### config.mk
export PLATFORM = sky130hd
export DESIGN_NAME = arp_request_responder
export DESIGN_NICKNAME = d
export VERILOG_FILES = /design/src/rtl/core/arp_pkg.sv /design/src/rtl/core/arp_rx_parser.sv /design/src/rtl/core/arp_reply_tx.sv /design/src/rtl/core/arp_request_responder.sv
export SDC_FILE = /design/constraint.sdc
export NUM_CORES = 1
export LEC_CHECK = 0
export BUFFER_PORTS_ARGS = -buffer_cell sky130_fd_sc_hd__buf_2
export CORE_ASPECT_RATIO = 1.25
export CORE_UTILIZATION = 40
export CTS_CLUSTER_SIZE = 16
export DETAILED_ROUTE_END_ITERATION = 6
export GPL_ROUTABILITY_DRIVEN = 0
export PLACE_DENSITY = 0.54
export SETUP_SLACK_MARGIN = 0.15
export SYNTH_ARGS = -nofsm -noshare
export SYNTH_HDL_FRONTEND = slang
export SYNTH_SLANG_ARGS = --single-unit
export TNS_END_PERCENT = 1
### constraint.sdc
create_clock -name clk -period 20.7 [get_ports clk]
set_input_delay 3.105 -clock clk [delete_from_list [all_inputs] [get_ports clk]]
set_output_delay 3.105 -clock clk [all_outputs]
set_load 0.02 [all_outputs]
### src/rtl/core/arp_pkg.sv
// Shared types, constants and byte-layout functions for the ARP request responder.
// Used by arp_rx_parser, arp_reply_tx and arp_request_responder; no dependencies.
`default_nettype none

package arp_pkg;

  localparam logic [15:0] TYPE_ARP       = 16'h0806;
  localparam logic [15:0] TYPE_IPV4      = 16'h0800;
  localparam logic [15:0] HW_TYPE_ETH    = 16'h0001;
  localparam logic [15:0] OP_REQUEST     = 16'h0001;
  localparam logic [15:0] OP_REPLY       = 16'h0002;
  localparam logic [7:0]  MAC_ADDR_LEN   = 8'd6;
  localparam logic [7:0]  IP_ADDR_LEN    = 8'd4;

  localparam int          NUM_LOCAL_IP   = 4;
  localparam int          CFG_WIDTH      = 48;
  localparam logic [5:0]  FRAME_LEN      = 6'd42;
  localparam logic [5:0]  LAST_POS       = 6'd41;

  // Byte offsets inside the ARP frame
  localparam logic [5:0] POS_SRC_MAC  = 6'd6;
  localparam logic [5:0] POS_SRC_END  = 6'd11;
  localparam logic [5:0] POS_HDR      = 6'd12;
  localparam logic [5:0] POS_HDR_END  = 6'd21;
  localparam logic [5:0] POS_SHA      = 6'd22;
  localparam logic [5:0] POS_SHA_END  = 6'd27;
  localparam logic [5:0] POS_SPA      = 6'd28;
  localparam logic [5:0] POS_SPA_END  = 6'd31;
  localparam logic [5:0] POS_THA      = 6'd32;
  localparam logic [5:0] POS_THA_END  = 6'd37;
  localparam logic [5:0] POS_TPA      = 6'd38;
  localparam logic [5:0] POS_TPA_END  = 6'd41;

  typedef enum logic [2:0] {
    REG_OWN_MAC     = 3'd0,
    REG_GATEWAY_MAC = 3'd1,
    REG_IP_COUNT    = 3'd2,
    REG_LOCAL_IP_0  = 3'd3,
    REG_LOCAL_IP_1  = 3'd4,
    REG_LOCAL_IP_2  = 3'd5,
    REG_LOCAL_IP_3  = 3'd6
  } cfg_reg_t;

  // Match settings seen by the parser
  typedef struct packed {
    logic [47:0]                   gateway_mac;
    logic [2:0]                    ip_count;
    logic [NUM_LOCAL_IP-1:0][31:0] local_ip;
  } match_cfg_t;

  // Fields captured from a qualifying request, as placed in the reply
  typedef struct packed {
    logic [47:0] peer_mac;   // requester MAC: reply destination and target MAC
    logic [31:0] our_ip;     // requested IP: reply sender IP
    logic [31:0] peer_ip;    // requester IP: reply target IP
  } reply_info_t;

  // Expected request byte at header positions 12..21
  function automatic logic [7:0] hdr_byte(logic [5:0] pos);
    logic [7:0] b;
    case (pos)
      6'd12:   b = TYPE_ARP[15:8];
      6'd13:   b = TYPE_ARP[7:0];
      6'd14:   b = HW_TYPE_ETH[15:8];
      6'd15:   b = HW_TYPE_ETH[7:0];
      6'd16:   b = TYPE_IPV4[15:8];
      6'd17:   b = TYPE_IPV4[7:0];
      6'd18:   b = MAC_ADDR_LEN;
      6'd19:   b = IP_ADDR_LEN;
      6'd20:   b = OP_REQUEST[15:8];
      6'd21:   b = OP_REQUEST[7:0];
      default: b = 8'h00;
    endcase
    return b;
  endfunction

  // Byte k of a MAC, first wire byte in the MSBs
  function automatic logic [7:0] mac_byte(logic [47:0] mac, logic [2:0] k);
    logic [47:0] sh;
    sh = mac >> (6'd40 - {k, 3'b000});
    return sh[7:0];
  endfunction

  // Byte k of an IPv4 address, first wire byte in the MSBs
  function automatic logic [7:0] ip_byte(logic [31:0] ip, logic [1:0] k);
    logic [31:0] sh;
    sh = ip >> (5'd24 - {k, 3'b000});
    return sh[7:0];
  endfunction

  // Byte idx of the reply frame
  function automatic logic [7:0] reply_byte(logic [5:0] idx, reply_info_t r,
                                            logic [47:0] own_mac);
    logic [5:0] d;
    logic [7:0] b;
    d = 6'd0;
    b = 8'h00;
    case (idx) inside
      [6'd0:6'd5]:           b = mac_byte(r.peer_mac, idx[2:0]);
      [POS_SRC_MAC:POS_SRC_END]: begin
        d = idx - POS_SRC_MAC;
        b = mac_byte(own_mac, d[2:0]);
      end
      [POS_HDR:6'd20]:       b = hdr_byte(idx);
      POS_HDR_END:           b = OP_REPLY[7:0];
      [POS_SHA:POS_SHA_END]: begin
        d = idx - POS_SHA;
        b = mac_byte(own_mac, d[2:0]);
      end
      [POS_SPA:POS_SPA_END]: begin
        d = idx - POS_SPA;
        b = ip_byte(r.our_ip, d[1:0]);
      end
      [POS_THA:POS_THA_END]: begin
        d = idx - POS_THA;
        b = mac_byte(r.peer_mac, d[2:0]);
      end
      [POS_TPA:POS_TPA_END]: begin
        d = idx - POS_TPA;
        b = ip_byte(r.peer_ip, d[1:0]);
      end
      default:               b = 8'h00;
    endcase
    return b;
  endfunction

endpackage

`default_nettype wire

### src/rtl/core/arp_rx_parser.sv
// Receive-side parser: captures request fields byte by byte and qualifies the frame.
// Depends on arp_pkg.
`default_nettype none

module arp_rx_parser (
  input  wire logic                 clk,
  input  wire logic                 rst_n,
  input  wire logic                 accept,
  input  wire logic [7:0]           frame_byte,
  input  wire logic                 frame_end,
  input  wire arp_pkg::match_cfg_t  cfg,
  output logic                      reply_vld,
  output arp_pkg::reply_info_t      reply_info
);

  logic [5:0]  pos_r,     pos_nxt;
  logic        hdr_ok_r,  hdr_ok_nxt;
  logic [47:0] src_mac_r, src_mac_nxt;
  logic [47:0] sha_r,     sha_nxt;
  logic [31:0] spa_r,     spa_nxt;
  logic [31:0] tpa_r,     tpa_nxt;
  logic [arp_pkg::NUM_LOCAL_IP-1:0] ip_hit;
  logic        qualifies;

  // Capture fields of the current word
  always_comb begin
    src_mac_nxt = src_mac_r;
    hdr_ok_nxt  = hdr_ok_r;
    sha_nxt     = sha_r;
    spa_nxt     = spa_r;
    tpa_nxt     = tpa_r;
    case (pos_r) inside
      [arp_pkg::POS_SRC_MAC:arp_pkg::POS_SRC_END]:
        src_mac_nxt = {src_mac_r[39:0], frame_byte};
      [arp_pkg::POS_HDR:arp_pkg::POS_HDR_END]:
        if (frame_byte != arp_pkg::hdr_byte(pos_r)) hdr_ok_nxt = 1'b0;
      [arp_pkg::POS_SHA:arp_pkg::POS_SHA_END]:
        sha_nxt = {sha_r[39:0], frame_byte};
      [arp_pkg::POS_SPA:arp_pkg::POS_SPA_END]:
        spa_nxt = {spa_r[23:0], frame_byte};
      [arp_pkg::POS_TPA:arp_pkg::POS_TPA_END]:
        tpa_nxt = {tpa_r[23:0], frame_byte};
      default: ;
    endcase
    // Saturate at the frame length
    pos_nxt = (pos_r < arp_pkg::FRAME_LEN) ? pos_r + 6'd1 : pos_r;
  end

  // Count above four behaves as four
  always_comb begin
    for (int i = 0; i < arp_pkg::NUM_LOCAL_IP; i++) begin
      ip_hit[i] = (cfg.ip_count > 3'(i)) && (cfg.local_ip[i] == tpa_nxt);
    end
  end

  assign qualifies = (pos_nxt >= arp_pkg::FRAME_LEN) && hdr_ok_nxt &&
                     (sha_nxt == src_mac_nxt) && (sha_nxt == cfg.gateway_mac) &&
                     (|ip_hit);

  assign reply_vld           = accept && frame_end && qualifies;
  assign reply_info.peer_mac = sha_nxt;
  assign reply_info.our_ip   = tpa_nxt;
  assign reply_info.peer_ip  = spa_nxt;

  always_ff @(posedge clk) begin
    if (!rst_n) begin
      pos_r     <= '0;
      hdr_ok_r  <= 1'b1;
      src_mac_r <= '0;
      sha_r     <= '0;
      spa_r     <= '0;
      tpa_r     <= '0;
    end else if (accept) begin
      if (frame_end) begin
        // Return to the start-of-frame state
        pos_r     <= '0;
        hdr_ok_r  <= 1'b1;
        src_mac_r <= '0;
        sha_r     <= '0;
        spa_r     <= '0;
        tpa_r     <= '0;
      end else begin
        pos_r     <= pos_nxt;
        hdr_ok_r  <= hdr_ok_nxt;
        src_mac_r <= src_mac_nxt;
        sha_r     <= sha_nxt;
        spa_r     <= spa_nxt;
        tpa_r     <= tpa_nxt;
      end
    end
  end

endmodule

`default_nettype wire

### src/rtl/core/arp_reply_tx.sv
// Reply transmitter: one pending reply slot, a byte sequencer and the output register.
// Depends on arp_pkg.
`default_nettype none

module arp_reply_tx (
  input  wire logic                  clk,
  input  wire logic                  rst_n,
  input  wire logic                  reply_vld,
  input  wire arp_pkg::reply_info_t  reply_info,
  input  wire logic [47:0]           own_mac,
  output logic                       pend_full,
  output logic                       out_vld,
  output logic [7:0]                 out_byte,
  output logic                       out_end,
  input  wire logic                  out_rdy
);

  logic                 pend_vld_r, pend_vld_nxt;
  arp_pkg::reply_info_t pend_r;
  logic                 act_r, act_nxt;
  arp_pkg::reply_info_t act_info_r;
  logic [5:0]           idx_r, idx_nxt;
  logic                 ovld_r, ovld_nxt;
  logic [7:0]           obyte_r;
  logic                 oend_r;
  logic                 take_pend;
  logic                 emit;

  // Refill the sequencer on the last byte of a reply so replies leave back to back
  assign take_pend = pend_vld_r && (!act_r || (emit && idx_r == arp_pkg::LAST_POS));
  assign emit      = act_r && (!ovld_r || out_rdy);

  always_comb begin
    pend_vld_nxt = pend_vld_r;
    if (reply_vld)      pend_vld_nxt = 1'b1;
    else if (take_pend) pend_vld_nxt = 1'b0;

    act_nxt = act_r;
    idx_nxt = idx_r;
    if (take_pend) begin
      act_nxt = 1'b1;
      idx_nxt = '0;
    end else if (emit) begin
      idx_nxt = idx_r + 6'd1;
      if (idx_r == arp_pkg::LAST_POS) act_nxt = 1'b0;
    end

    ovld_nxt = ovld_r;
    if (emit)         ovld_nxt = 1'b1;
    else if (out_rdy) ovld_nxt = 1'b0;
  end

  always_ff @(posedge clk) begin
    if (!rst_n) begin
      pend_vld_r <= 1'b0;
      act_r      <= 1'b0;
      idx_r      <= '0;
      ovld_r     <= 1'b0;
    end else begin
      pend_vld_r <= pend_vld_nxt;
      act_r      <= act_nxt;
      idx_r      <= idx_nxt;
      ovld_r     <= ovld_nxt;
    end
  end

  always_ff @(posedge clk) begin
    if (reply_vld) pend_r <= reply_info;
    if (take_pend) act_info_r <= pend_r;
    if (emit) begin
      obyte_r <= arp_pkg::reply_byte(idx_r, act_info_r, own_mac);
      oend_r  <= (idx_r == arp_pkg::LAST_POS);
    end
  end

  // The slot frees in the same cycle its reply moves to the sequencer
  assign pend_full = pend_vld_r && !take_pend;
  assign out_vld   = ovld_r;
  assign out_byte  = obyte_r;
  assign out_end   = oend_r;

endmodule

`default_nettype wire

### src/rtl/core/arp_request_responder.sv
// Top level of the ARP request responder: configuration registers, parser and transmitter.
// Depends on arp_pkg, arp_rx_parser and arp_reply_tx.
`default_nettype none

//  channel | direction | word
//  in_     | slave     | one received frame byte, tlast on the last byte
//  out_    | master    | one reply byte, tlast on byte 42 of the reply
//  cfg_    | write     | register index and data, no read-back
//
// One frame byte is taken per cycle while in_tready holds. A qualifying request is
// answered with 42 reply bytes, passed from the pending slot through the sequencer to
// the output register after its last byte, one byte per cycle while out_tready holds;
// a queued reply follows the one ahead of it with no gap. One reply waits in a pending
// slot while another is sent; in_tready drops only while that slot holds a reply that
// cannot move on this cycle. Synchronous active-low reset clears parser, slot and output.

module arp_request_responder (
  input  wire logic                           clk,
  input  wire logic                           rst_n,
  input  wire logic                           in_tvalid,
  output logic                                in_tready,
  input  wire logic [7:0]                     in_tdata,   // [7:0] frame_byte
  input  wire logic                           in_tlast,
  output logic                                out_tvalid,
  input  wire logic                           out_tready,
  output logic [7:0]                          out_tdata,  // [7:0] reply_byte
  output logic                                out_tlast,
  input  wire logic                           cfg_we,
  input  wire logic [2:0]                     cfg_addr,
  input  wire logic [arp_pkg::CFG_WIDTH-1:0]  cfg_wdata
);

  logic [47:0]          own_mac_r;
  arp_pkg::match_cfg_t  match_cfg_r;
  logic                 accept;
  logic                 reply_vld;
  arp_pkg::reply_info_t reply_info;
  logic                 pend_full;

  always_ff @(posedge clk) begin
    if (!rst_n) begin
      own_mac_r   <= '0;
      match_cfg_r <= '0;
    end else if (cfg_we) begin
      unique case (cfg_addr)
        arp_pkg::REG_OWN_MAC:     own_mac_r               <= cfg_wdata[47:0];
        arp_pkg::REG_GATEWAY_MAC: match_cfg_r.gateway_mac <= cfg_wdata[47:0];
        arp_pkg::REG_IP_COUNT:    match_cfg_r.ip_count    <= cfg_wdata[2:0];
        arp_pkg::REG_LOCAL_IP_0:  match_cfg_r.local_ip[0] <= cfg_wdata[31:0];
        arp_pkg::REG_LOCAL_IP_1:  match_cfg_r.local_ip[1] <= cfg_wdata[31:0];
        arp_pkg::REG_LOCAL_IP_2:  match_cfg_r.local_ip[2] <= cfg_wdata[31:0];
        arp_pkg::REG_LOCAL_IP_3:  match_cfg_r.local_ip[3] <= cfg_wdata[31:0];
        default: ;
      endcase
    end
  end

  assign in_tready = !pend_full;
  assign accept    = in_tvalid && in_tready;

  arp_rx_parser u_rx (
    .clk        (clk),
    .rst_n      (rst_n),
    .accept     (accept),
    .frame_byte (in_tdata),
    .frame_end  (in_tlast),
    .cfg        (match_cfg_r),
    .reply_vld  (reply_vld),
    .reply_info (reply_info)
  );

  arp_reply_tx u_tx (
    .clk        (clk),
    .rst_n      (rst_n),
    .reply_vld  (reply_vld),
    .reply_info (reply_info),
    .own_mac    (own_mac_r),
    .pend_full  (pend_full),
    .out_vld    (out_tvalid),
    .out_byte   (out_tdata),
    .out_end    (out_tlast),
    .out_rdy    (out_tready)
  );

endmodule

`default_nettype wire
==> out/results.md <==
| Group | Metric | Reported |
| --- | --- | --- |
| status | Run status | finished, final reports clean |
| yosys | Number of register bits inferred by synthesis | 644 |
| detailed routing | Wire length reported by the detailed router | 122,000 um |
| yosys | Post-synthesis cell area | 31,300 um^2 |
| grt | GR Util All Layers | 0.303 |
| worst setup path | Type of the setup path with the least slack | in2out |
| detailed routing | Residual antenna-violating net count after detailed routing | 0 |
| timing | Final setup violating endpoints | 0 |
| placed design | Post-placement cell count | 4,374 |
| worst setup path | Worst setup EP type | primary output |
| finish | Leading cell type in the layout, fill and taps excluded | sky130_fd_sc_hd__nand2_1 |
| yosys | Gate Count Post-Synth | 3,460 |
| pwr | Internal power contribution | 0.00206 W |
| clock network | CTS buffer count | 68 |
| clock network | Number of gates resized after CTS | 0 |
| floorplan | Die Span X | 252 um |
| grt | Pin count of the biggest net entering global routing | 147 |
| pwr | Seq pwr share | 0.490 |
| floorplan | Vertical die dimension | 315 um |
| finish | Sequential cell area in the final layout | 15,200 um^2 |
| worst setup path | Largest stage delay on the critical path | 370 ps |
| worst hold path | Worst min-delay path category | reg2reg |
| finish | Fill cell instance count of the final layout | 7,530 |
| timing | Tcrit/Tclk final | 0.349 |
| placed design | Count of buffers from port buffering | 75 |
| finish | Commonest cells after routing, fill and taps aside | sky130_fd_sc_hd__nand2_1, sky130_fd_sc_hd__dfxtp_1, sky130_fd_sc_hd__a21oi_1, sky130_fd_sc_hd__nor2_1, sky130_fd_sc_hd__edfxtp_1 |
| worst setup path | Critical path launch point type | input pin |
| yosys | Post-synthesis async set-or-reset flop share | 0 |
| finish | Filler-free cell count of the finished design | 4,502 |
| clock network | Bufs on Longest Clock Path | 3 |
| grt | Number of global-route vias before repair | 26.0k |
| pwr | Net switching power of the design | 0.000642 W |
| yosys | Number of warning messages in the yosys log | 0 |
| finish | Area growth from synthesis to layout | 10.9% |
| grt | Number of antenna violations at the first check in global routing | 7 |
| yosys | Share of synthesized area occupied by flip-flops and latches | 0.486 |
| floorplan | Core Box Area | 77,500 um^2 |
| worst setup path | Depth of the most critical reg-to-reg path | 15 |
| worst setup path | Launch instance of the worst register-to-register path | u_rx.pos_r[1] |
| finish | Layout cell share with drive strength beyond 1 | 0.104 |
| timing | Worst slew margin relative to its limit | 0.0605 |
| worst setup path | Worst EP required | 17,590 ps |
| grt | Global-route wire length before repair | 176,000 um |
| detailed routing | Vias/cell | 6.12 |
| yosys | Biggest area contributors in the synthesized netlist | sky130_fd_sc_hd__dfxtp_1, sky130_fd_sc_hd__edfxtp_1, sky130_fd_sc_hd__nand2_1 |
| yosys | Number of nets in the synthesized netlist | 3,533 |
| worst setup path | Crit path to | in_tready |
| worst setup path | WP data arrival | 4110 ps |
| worst setup path | CP dominant cell by count | sky130_fd_sc_hd__buf_2 |
| detailed routing | Initial DRC Count | 3,494 |
| timing | RSZ-0062 raised after global routing | no |
| job | Max capacitance violation total | 0 |
| clock network | Clk Latency, worst-skew pair | 650 ps |
| finish | Multi-input gate area | 14,800 um^2 |
| floorplan | Die footprint | 79,400 um^2 |
| pwr | Static power due to leakage | 12.6 nW |
| worst setup path | Slowest library cell on the worst path | sky130_fd_sc_hd__o311ai_2 |
| floorplan | Number of I/O pins | 76 |
| worst setup path | Critical Path Source | out_tready |
| clock network | Number of setup buffers added after CTS | 0 |
| worst setup path | Cells along the critical path | buf_2 > nor2b_1 > o311ai_2 > buf_4 > buf_2 |
| yosys | Fraction of post-synthesis cell area in the top cell type by area | 0.263 |
| placed design | Placed wire-length estimate after detailed placement | 83,800 um |
| yosys | Predominant post-synthesis flop cell | sky130_fd_sc_hd__dfxtp_1 |
| worst setup path | Slack of the worst reg-to-reg path | 14,210 ps |
| worst setup path | Worst r2r dst | u_tx.pend_r[21] |
| timing | Fmax | 139 MHz |
| worst setup path | Largest fanout on the critical path | 5 |
| timing | Final Hold Violating Endpoints | 0 |
| timing | Clock period minus final worst setup slack | 7220 ps |
| finish | Net count of the finished layout | 3,474 |
| clock network | Clock-pin slew of the registers on the worst-case setup and hold paths | 60 ps |
| detailed routing | Via count | 27.5k |
| pwr | Power share of the clock group | 0.463 |
| timing | Worst clock skew | 49.1 ps |
| detailed routing | Remaining DRCs | 0 |
| yosys | Post-synthesis average cell area | 9.05 um^2 |
| floorplan | Initial core utilization | 0.404 |
| pwr | Sw Ratio | 0.238 |
| clock network | CTS tree | done |
| clock network | Num Clock Sinks | 644 |
| detailed routing | Detailed-route wire length per cell | 27.1 um |
| grt | Leftover overflow at the end of global routing | 0 |
| clock network | Library cell used as clock root buffer | sky130_fd_sc_hd__clkbuf_16 |
| pwr | Fraction of power consumed by combinational cells | 0.047 |
| clock network | H-tree levels | 3 |
| pwr | Maximum resistive drop on vdd | 0.0000643 V |
| detailed routing | Router iterations before antenna repair | 7 |
| yosys | Count of unique library cells instantiated by Yosys | 90 |
| clock network | Number of hold buffers added after cts | 0 |
| yosys | Number of enable-type register cells in the synthesized netlist | 233 |
| pwr | Total power divided by cell area | 77.7 nW/um^2 |
| yosys | Largest area contributor in the netlist | sky130_fd_sc_hd__dfxtp_1 |
| timing | Setup TNS Final | 0 ps |
| finish | Post-layout utilization of the core | 0.448 |
| timing | Slew @ Worst Pin | 1410 ps |
| floorplan | Number of standard-cell rows in the floorplan | 114 |
| timing | Max-slew violations | 0 |
-- power by group through the flow --
stage,combinational (W),sequential [W],clock [W]
finish,0.000127,0.00132,0.00125
global route,0.000131,0.00132,0.00131
CTS,0.000121,0.00132,0.00127
detailed placement,0.000121,0.00135,0
global placement,0.000120,0.00135,0
floorplan,0.0000660,0.00134,0
-- cell families after synthesis --
logic type | share of synthesized area
xor+xnor | 0.0350
flops | 0.486
buf+inv | 0.0459
mux | 0.0720
compound gates | 0.149
fa+ha+maj | 0.00320
simple gates | 0.209
-- critical path, delay by kind of cell --
family / cells / cell delay (ps)
buf+inv: 3 / 550
simple gates: 1 / 80
compound gates: 1 / 370
-- routing by layer --
metal / track usage / up-vias / routed length [um]
li1: - / 12200 / -
met3: 0.0639 / 498 / 10600
met4: 0.220 / 6 / 10000
met2: 0.479 / 1494 / 54700
met1: 0.366 / 13300 / 46700
met5: 0 / - / 41
-- worst min path at each step --
stage / end / startpoint / slack, ps / depth (start not counted)
after floorplan: u_tx.act_info_r[0] / u_tx.pend_r[0] / 400 / 0
after global placement: u_tx.act_info_r[81] / u_tx.pend_r[81] / 400 / 0
after detailed placement: u_tx.act_info_r[10] / u_tx.pend_r[10] / 400 / 0
after CTS: u_tx.act_info_r[52] / u_tx.pend_r[52] / 400 / 0
after global routing: u_tx.act_info_r[21] / u_tx.pend_r[21] / 410 / 0
final: u_tx.act_info_r[52] / u_tx.pend_r[52] / 400 / 0
-- cells in the mapped netlist, types with 62 or more instances --
cell type and number:
sky130_fd_sc_hd__nand2_1 573, sky130_fd_sc_hd__nor3_1 120, sky130_fd_sc_hd__nand2b_1 63, sky130_fd_sc_hd__and2_1 62, sky130_fd_sc_hd__a22oi_1 63, sky130_fd_sc_hd__a21oi_1 368, sky130_fd_sc_hd__clkbuf_1 218, sky130_fd_sc_hd__edfxtp_1 233
sky130_fd_sc_hd__nor2_1 255, sky130_fd_sc_hd__xnor2_1 83, sky130_fd_sc_hd__o21ai_0 71, sky130_fd_sc_hd__dfxtp_1 411, sky130_fd_sc_hd__mux2i_1 93, sky130_fd_sc_hd__inv_1 111
-- sequential cells by signal (all words and copies together) (netlist names), 6 cells and up, named ones only --
name	count
u_tx.idx_r	6
u_tx.pend_r	112
u_rx.sha_r	48
own_mac_r	48
u_tx.out_byte	8
u_rx.tpa_r	32
u_rx.spa_r	32
u_rx.pos_r	6
u_rx.src_mac_r	48
match_cfg_r	179
u_tx.act_info_r	112
-- per-stage QoR --
stage	setup WS, ps	hold WS, ps	area (um^2)	total power (W)
6_report	13480	402	34700	0.00270
5_1_grt	13420	414	34700	0.00277
4_1_cts	13430	402	34700	0.00271
3_5_place_dp	13160	405	32500	0.00147
3_3_place_gp	13240	400	32500	0.00147
2_1_floorplan	10300	400	31300	0.00141
-- area by class of cell --
class	instances	share of cell area
tap	1044	0.0376
timing repair buffer	120	0.0205
sequential	644	0.439
inverter	120	0.0132
clock inverter	37	0.0112
clock buffer	88	0.0535
antenna	2	0.000144
multi-input combinational	2447	0.425
(Power assumes the default switching activity.)
